### src/rtl/bfsa_pkg.sv
// Package for the best-fit segment allocator: opcodes, status codes and field widths.
// It depends on nothing else and is used by every module under rtl.
`default_nettype none
package bfsa_pkg;
  localparam int unsigned SizeW = 21;

  typedef enum logic [1:0] {
    OP_ALLOC = 2'd0,
    OP_FREE  = 2'd1,
    OP_QUERY = 2'd2,
    OP_BAD   = 2'd3
  } op_e;

  typedef enum logic [1:0] {
    ST_OK       = 2'd0,
    ST_BAD_ARG  = 2'd1,
    ST_NO_FIT   = 2'd2,
    ST_NOT_USED = 2'd3
  } status_e;

  // Sequencer states of the top level.
  typedef enum logic [2:0] {
    S_IDLE,
    S_SEARCH,
    S_MERGE,
    S_OUT
  } state_e;

  // Commands sent along the row of cells. Every cell acts in the same cycle.
  typedef enum logic [2:0] {
    CMD_NONE,
    CMD_INIT,
    CMD_SPLIT,
    CMD_TAKE,
    CMD_MARK_FREE,
    CMD_MERGE_UP
  } cmd_e;

  typedef struct packed {
    cmd_e       cmd;
    logic [9:0] idx;
  } cell_ctl_t;
endpackage
`default_nettype wire

### src/rtl/bfsa_cell.sv
// One table slot of the allocator: start, payload size, free flag, occupancy.
// Depends on bfsa_pkg; shifts entries towards or away from its neighbours.
`default_nettype none
module bfsa_cell #(
  parameter int unsigned AddrW = 20,
  parameter int unsigned IdxW  = 6,
  parameter int unsigned HdrB  = 24
) (
  input  wire                      clk_i,
  input  wire                      rst_ni,
  input  wire  [IdxW-1:0]          my_idx_i,
  input  bfsa_pkg::cell_ctl_t      ctl_i,
  input  wire  [bfsa_pkg::SizeW-1:0] init_pay_i,
  input  wire                      init_use_i,
  input  wire  [bfsa_pkg::SizeW-1:0] req_i,
  // neighbour below (index - 1)
  input  wire  [AddrW-1:0]         lo_start_i,
  input  wire  [bfsa_pkg::SizeW-1:0] lo_pay_i,
  input  wire                      lo_free_i,
  input  wire                      lo_used_i,
  // neighbour above (index + 1)
  input  wire  [AddrW-1:0]         hi_start_i,
  input  wire  [bfsa_pkg::SizeW-1:0] hi_pay_i,
  input  wire                      hi_free_i,
  input  wire                      hi_used_i,
  output logic [AddrW-1:0]         start_o,
  output logic [bfsa_pkg::SizeW-1:0] pay_o,
  output logic                     free_o,
  output logic                     used_o
);
  logic [AddrW-1:0]           start_q, start_d;
  logic [bfsa_pkg::SizeW-1:0] pay_q, pay_d;
  logic                       free_q, free_d, used_q, used_d;
  logic [IdxW-1:0]            t;
  logic [bfsa_pkg::SizeW+1:0] lo_rem;

  assign t = ctl_i.idx[IdxW-1:0];
  // remainder payload of the split segment below
  assign lo_rem = {2'b0, lo_pay_i} - {2'b0, req_i} - (bfsa_pkg::SizeW+2)'(HdrB);

  // Apply the broadcast command to this slot
  always_comb begin
    start_d = start_q;
    pay_d   = pay_q;
    free_d  = free_q;
    used_d  = used_q;
    unique case (ctl_i.cmd)
      bfsa_pkg::CMD_INIT: begin
        start_d = '0;
        pay_d   = init_pay_i;
        free_d  = 1'b1;
        used_d  = (my_idx_i == '0) && init_use_i;
      end
      bfsa_pkg::CMD_SPLIT: begin
        if (my_idx_i == t) begin
          pay_d  = req_i;
          free_d = 1'b0;
        end else if (my_idx_i == t + IdxW'(1)) begin
          start_d = lo_start_i + AddrW'(HdrB) + req_i[AddrW-1:0];
          pay_d   = lo_rem[bfsa_pkg::SizeW-1:0];
          free_d  = 1'b1;
          used_d  = 1'b1;
        end else if (my_idx_i > t + IdxW'(1)) begin
          start_d = lo_start_i;
          pay_d   = lo_pay_i;
          free_d  = lo_free_i;
          used_d  = lo_used_i;
        end
      end
      // hand out the whole segment
      bfsa_pkg::CMD_TAKE: begin
        if (my_idx_i == t) free_d = 1'b0;
      end
      bfsa_pkg::CMD_MARK_FREE: begin
        if (my_idx_i == t) free_d = 1'b1;
      end
      bfsa_pkg::CMD_MERGE_UP: begin
        if (my_idx_i == t) begin
          pay_d = pay_q + bfsa_pkg::SizeW'(HdrB) + hi_pay_i;
        end else if (my_idx_i > t) begin
          start_d = hi_start_i;
          pay_d   = hi_pay_i;
          free_d  = hi_free_i;
          used_d  = hi_used_i;
        end
      end
      default: ;
    endcase
  end

  always_ff @(posedge clk_i or negedge rst_ni) begin
    if (!rst_ni) begin
      used_q <= 1'b0;
      free_q <= 1'b0;
    end else begin
      used_q <= used_d;
      free_q <= free_d;
    end
  end

  always_ff @(posedge clk_i) begin
    start_q <= start_d;
    pay_q   <= pay_d;
  end

  assign start_o = start_q;
  assign pay_o   = pay_q;
  assign free_o  = free_q;
  assign used_o  = used_q;
endmodule
`default_nettype wire

### config.mk
export PLATFORM = sky130hd
export DESIGN_NAME = bfsa_cell
export DESIGN_NICKNAME = d
export VERILOG_FILES = /design/src/rtl/bfsa_pkg.sv /design/src/rtl/bfsa_cell.sv
export SDC_FILE = /design/constraint.sdc
export NUM_CORES = 1
export LEC_CHECK = 0
export BUFFER_PORTS_ARGS = -buffer_cell sky130_fd_sc_hd__buf_4
export CELL_PAD_IN_SITES_DETAIL_PLACEMENT = 1
export CELL_PAD_IN_SITES_GLOBAL_PLACEMENT = 2
export CORE_ASPECT_RATIO = 1.1
export CORE_MARGIN = 2
export CORE_UTILIZATION = 30
export DETAILED_ROUTE_END_ITERATION = 10
export PLACE_DENSITY_LB_ADDON = 0.1
export SETUP_SLACK_MARGIN = 0.02
export SYNTH_ARGS = -nofsm -noshare
export SYNTH_HDL_FRONTEND = slang
export SYNTH_SLANG_ARGS = --single-unit
### constraint.sdc
create_clock -name clk_i -period 3.2 [get_ports clk_i]
set_input_delay 0.48 -clock clk_i [delete_from_list [all_inputs] [get_ports clk_i]]
set_output_delay 0.48 -clock clk_i [all_outputs]
set_load 0.005 [all_outputs]
* Yosys cells after proc, flatten, opt, wreduce, memory -nomap -nowiden *
Index checks and enable logic that the tools add are counted.

word-level totals
  flip-flop bits (word level) = 43
  input bits = 150
  output and inout bits = 43
  word-level logic and storage cells = 61

cells by class
  add/subtract/negate cells = 7
  $lt $le $gt $ge = 2
  equal/unequal tests = 15
  mux-type cells = 26
  reduce and logical (&&, ||, !) cells = 7

operators with widths
  operator               number
  $mux 21                5
  $mux 20                5
  $pmux 21 s3            1
  $pmux 20 s3            1
  $add 21x21->21         1
  $add 21x5->21 const B  1
  $sub 21x21->21         1
  $sub 21x6->21 const B  1
  $add 20x20->20         1
  $add 20x5->20 const B  1
  $eq 6x6->1             2
  $gt 6x6->1             2
  $mux 1                 12
  $ne 2x2->1 const B     5
  $add 6x1->6 const B    1
  $eq 3x2->1 const B     2
  $eq 3x3->1 const B     2
  $logic_not 6->1        1
  $ne 3x3->1 const B     2
  $reduce_and 6->1       1
  $pmux 1 s5             1
  $reduce_and 5->1       1
  $reduce_bool 5->1      1
  $ne 4x4->1 const B     1
  5 further kinds        5

* Longest topological paths before layout *
  word-level depth = 6
  gate-level depth with buffers = 14
  depth with buffers taken out = 14

* Worst setup path after synthesis *
No wires, ideal clock.

  path type = input -> register
  start = input port my_idx_i[0]
  end = register pay_q, in the netlist pay_o[0] (enable)
  arrival time = 3089 ps
  required time = 2794 ps
  path slack = -295 ps
  stages on the path = 8
  buffers on the path = 2
  path through = inv_1 -> ha_1 -> and4b_1 -> and3_1 -> clkbuf_1 -> clkbuf_1 -> o31ai_1 -> a21oi_1

between the ends
  word-level cells in the longest chain between the ends = 3
  elaborated cells between the ends (all ways) = 7

RTL lines
  what                                                       line              text
  from (decl)                                                bfsa_cell.sv:11   input wire [IdxW-1:0] my_idx_i,
  $gt 6x6->1, or another cell as far along                   bfsa_cell.sv:63   end else if (my_idx_i > t + IdxW'(1)) begin
  $ne 4x4->1 (no source line) or $ne 3x3->1 (tied branches)  --
  $reduce_and 3->1 (no source line) (*)                      --
  to (signal assigned)                                       bfsa_cell.sv:103  pay_q <= pay_d;
  to (decl)                                                  bfsa_cell.sv:32   logic [bfsa_pkg::SizeW-1:0] pay_q, pay_d;

Mark *: on every way between the ends. The rest lies on a longest branch, timed or not.
A chain may end at the register's enable or synchronous reset.

* Worst setup path after layout *
  start = input port req_i[1] in the netlist's numbering
  end = register pay_q, in the netlist pay_o[20], data pin

between the ends
  word-level cells in the longest chain between the ends = 5

RTL lines
  what                line             text
  from (decl)         bfsa_cell.sv:15  input wire [bfsa_pkg::SizeW-1:0] req_i,
  $sub 21x21->21      bfsa_cell.sv:39  assign lo_rem = {2'b0, lo_pay_i} - {2'b0, req_i} - (bfsa_pkg::SizeW+2)'(HdrB);
  $sub 21x6->21       bfsa_cell.sv:39
  $mux 21             bfsa_cell.sv:58  end else if (my_idx_i == t + IdxW'(1)) begin
  $mux 21             bfsa_cell.sv:55  if (my_idx_i == t) begin
  $pmux 21 s3         bfsa_cell.sv:47  unique case (ctl_i.cmd)
  net pay_d, one bit  bfsa_cell.sv:32

The timed path passes the listed nets, and every way through them passes these cells.

==> flow_summary.ini <==
[cells_and_area]
multiInputGateArea_um2 = 4890
drive_above_1_share = 0.292
nets = 1336
regArea_um2 = 1280
areaGrowthSynthToFinish_pct = 39.4
fill_cells = 2639
antenna_cells = 0

[clock_tree]
cts.sinks = 43
cts-root-buf = clkbuf_16
clk-insertion-delay-late_ns = 0.30
h-tree-depth = 2
cts_tree = built
cts.path.max_buffers = 2
path_clk_slew_ns = 0.06
cts_buffers = 5

[yosys]
synth_largest_area_cell = ha_1
ys_warn_count = 0
synth-edff-count = 41
synth.ff_latch_count = 43
synth_common_cells = 128 x ha_1, 87 x inv_1, 74 x nand2_1
synthArstFlopShare = 0.0465
yosys.cell_types.count = 71
syn-cell-area_um2 = 6490
synth.most_common_cell = ha_1
synth_area_per_cell_um2 = 8.14
synth_flop_cell = edfxtp_1
seq_area_frac_synth = 0.197
syn_inst = 798
syn_nets = 1079
synth_top_area_share = 0.247
synth_area_leaders = ha_1 25%, edfxtp_1 19%, o21ai_0 5.3%, inv_1 5.0%, a21oi_1 4.9%

[critical_path]
criticalPathCategory = in -> reg
crit_fanout = 2
reg2reg_depth = 11
cp_slowest_cell = o32a_1
crit_path_start_kind = input pin
r2r_slack_ns = 0.18
arrival_ns = 3.10
end_kind = flop
slowest_delay_ns = 0.36
r2r_start = pay_o[2]$_DFFE_PP_
cp.required_ns = 3.24
reg2reg_to = pay_o[20]$_DFFE_PP_
worstPathCellList = buf_4, inv_1, ha_1, ha_1, buf_4, a211oi_2, o21ba_2, o211ai_2, o31ai_4, o21ai_2, o41ai_4, xnor2_1, nor2_1, o32a_1

[floorplan]
core_um2 = 21300
die_y_um = 158
die_w_um = 144
initial_core_util = 0.305
rows = 56
dieArea_um2 = 22800
io_pins = 193

[worst_hold_path]
whs_endpoint = start_o[0]$_DFFE_PP_
hold_class = in -> reg
worstHoldStart = hi_start_i[0]
hold_depth = 3

[timing]
drv_slew = 0
tightest_slew_ns = 1.08
post-route-period-util = 0.954
fin_tns_setup_ns = 0
period_minus_slack_ns = 3.05
grt_setup_unrepaired = true
finClkSkew_ns = 0.00400
max_slew_margin = 0.279
finalHoldViolCount = 0
report.final.setup_viol = 0
fmax_ghz = 0.327

[run_status]
outcome = completed

[routing]
drtIter0Drc = 274
dr.pass1.iters = 6
drc = 0
wl_per_cell_um = 17.3
drt.antenna.violating_nets = 0
vias_per_cell = 4.99
vias = 6715
wl_um = 23300

[power_and_ir_drop]
vdd_drop_max_v = 0.000167
power-per-cell-area_nw_per_um2 = 323
p_leak_nw = 4.39
total_power_mw = 2.93

[global_routing]
groute.usage.overall = 0.208
grt_overflow = 0
grt_max_degree = 34
grt_pass1_wl_um = 37000
grt_pass1_vias = 7017
grt_antenna_before_repair = 0

[flow_run]
max-cap-violations = 0

[placement]
gp_congestion = 0.843
dp_hpwl_um = 19600
port_buffers = 188
==> registers in the layout, indices dropped and copies added (netlist names) <==
register	count
start_o	20
used_o	1
pay_o	21
free_o	1
==> layer usage <==
layer | up-vias | wire length, µm | global-route usage
li1 | 3414 | - | -
met1 | 3150 | 11500 | 0.294
met2 | 134 | 10500 | 0.334
met3 | 17 | 1040 | 0.0346
met4 | 0 | 300 | 0.0421
met5 | - | 0 | 0
==> report_power, final <==
part,switching (mW),total (mW),internal (mW)
Combinational,0.838,1.68,0.839
Sequential,0.0333,0.732,0.699
Clock,0.231,0.517,0.285
Total,1.10,2.93,1.82
==> per-stage QoR <==
stage	utilization	area (µm²)	hold slack, ns	setup slack (ns)	instances
2_1_floorplan	-	6500	0.184	0.0419	798
3_3_place_gp	0.413	8810	0.266	-0.329	1334
3_5_place_dp	0.413	8810	0.264	-0.343	1334
4_1_cts	0.421	8960	0.442	0.00986	1343
5_1_grt	0.425	9050	0.454	-0.0255	1346
6_report	0.425	9050	0.455	0.146	1346
==> worst max-delay path, delay by kind of cell <==
kind                       cells  cell delay (ns)
buffers and inverters          3             0.27
and+or+nand+nor                1             0.06
adders and majority gates      2             0.51
xor gates and xnor gates       1             0.16
AOI/OAI and AO/OA              7             1.60
==> area by class of cell <==
| class | instances | share of cell area |
|---|---|---|
| Tap cell | 290 | 0.0401 |
| Sequential cell | 43 | 0.142 |
| Multi-Input combinational cell | 647 | 0.540 |
| Timing Repair Buffer | 270 | 0.227 |
| Inverter | 88 | 0.0365 |
| Clock inverter | 2 | 0.000829 |
| Clock buffer | 6 | 0.0142 |
==> logic make-up (layout without fill, tap and decap cells) <==
kind of cell | Yosys count | in the layout | share of synthesized area
flip-flops | 43 | 43 | 0.197
XOR/XNOR | 51 | 51 | 0.0688
buffers and inverters | 108 | 366 | 0.0628
adder cells (fa/ha/maj) | 131 | 131 | 0.256
AND/OR/NAND/NOR | 196 | 196 | 0.134
multiplexers | 6 | 6 | 0.00963
AO/OA/AOI/OAI | 263 | 263 | 0.271
==> placed cells by master (no fill, tap or decap), types with 3 or more instances in the layout <==
cell       netlist  final
a21o_1          19     19
nor3_1           8      8
nand2b_1        14     14
a21oi_1         64     57
clkbuf_16        0      5
o21bai_1         4      4
o21ai_1          6      6
inv_1           87     87
ha_1           128    128
xnor2_1         29     29
and3_1           6      5
nand2_1         74     74
xor2_1          22     22
mux2i_1          4      4
buf_4            0    267
o21ai_0         69     68
o21a_1          14     14
o211ai_1         5      5
nand3_1         14     14
nor2b_1          7      7
a22oi_1         13     13
a32oi_1          3      3
o22ai_1          4      4
a211oi_1         7      6
or3_1            3      3
a221o_1          6      6
o41ai_2          4      3
a221oi_1         7      6
nor2_1          61     59
edfxtp_1        41     41
a21oi_2          0      7
==> how the worst max path moves through the flow <==
stage	start	end	slack (ns)	depth (start not counted)
finish	req_i[1]	pay_o[20]$_DFFE_PP_	0.15	14
floorplan	req_i[1]	pay_o[19]$_DFFE_PP_	0.04	13
CTS	req_i[1]	pay_o[19]$_DFFE_PP_	0.01	15
global route	req_i[1]	pay_o[19]$_DFFE_PP_	-0.03	15
detailed placement	req_i[1]	pay_o[19]$_DFFE_PP_	-0.34	15
global placement	req_i[1]	pay_o[19]$_DFFE_PP_	-0.33	15
==> timing repair <==
item / in CTS / in global routing
setup endpoints to repair: 3 / 12
resized for setup: 1 / 18
hold buffers: 1 / 0
setup buffers: 0 / 3
hold endpoints to repair: 2 / 0
pin swaps: 1 / 8
Power figures use the tool's default switching activity.
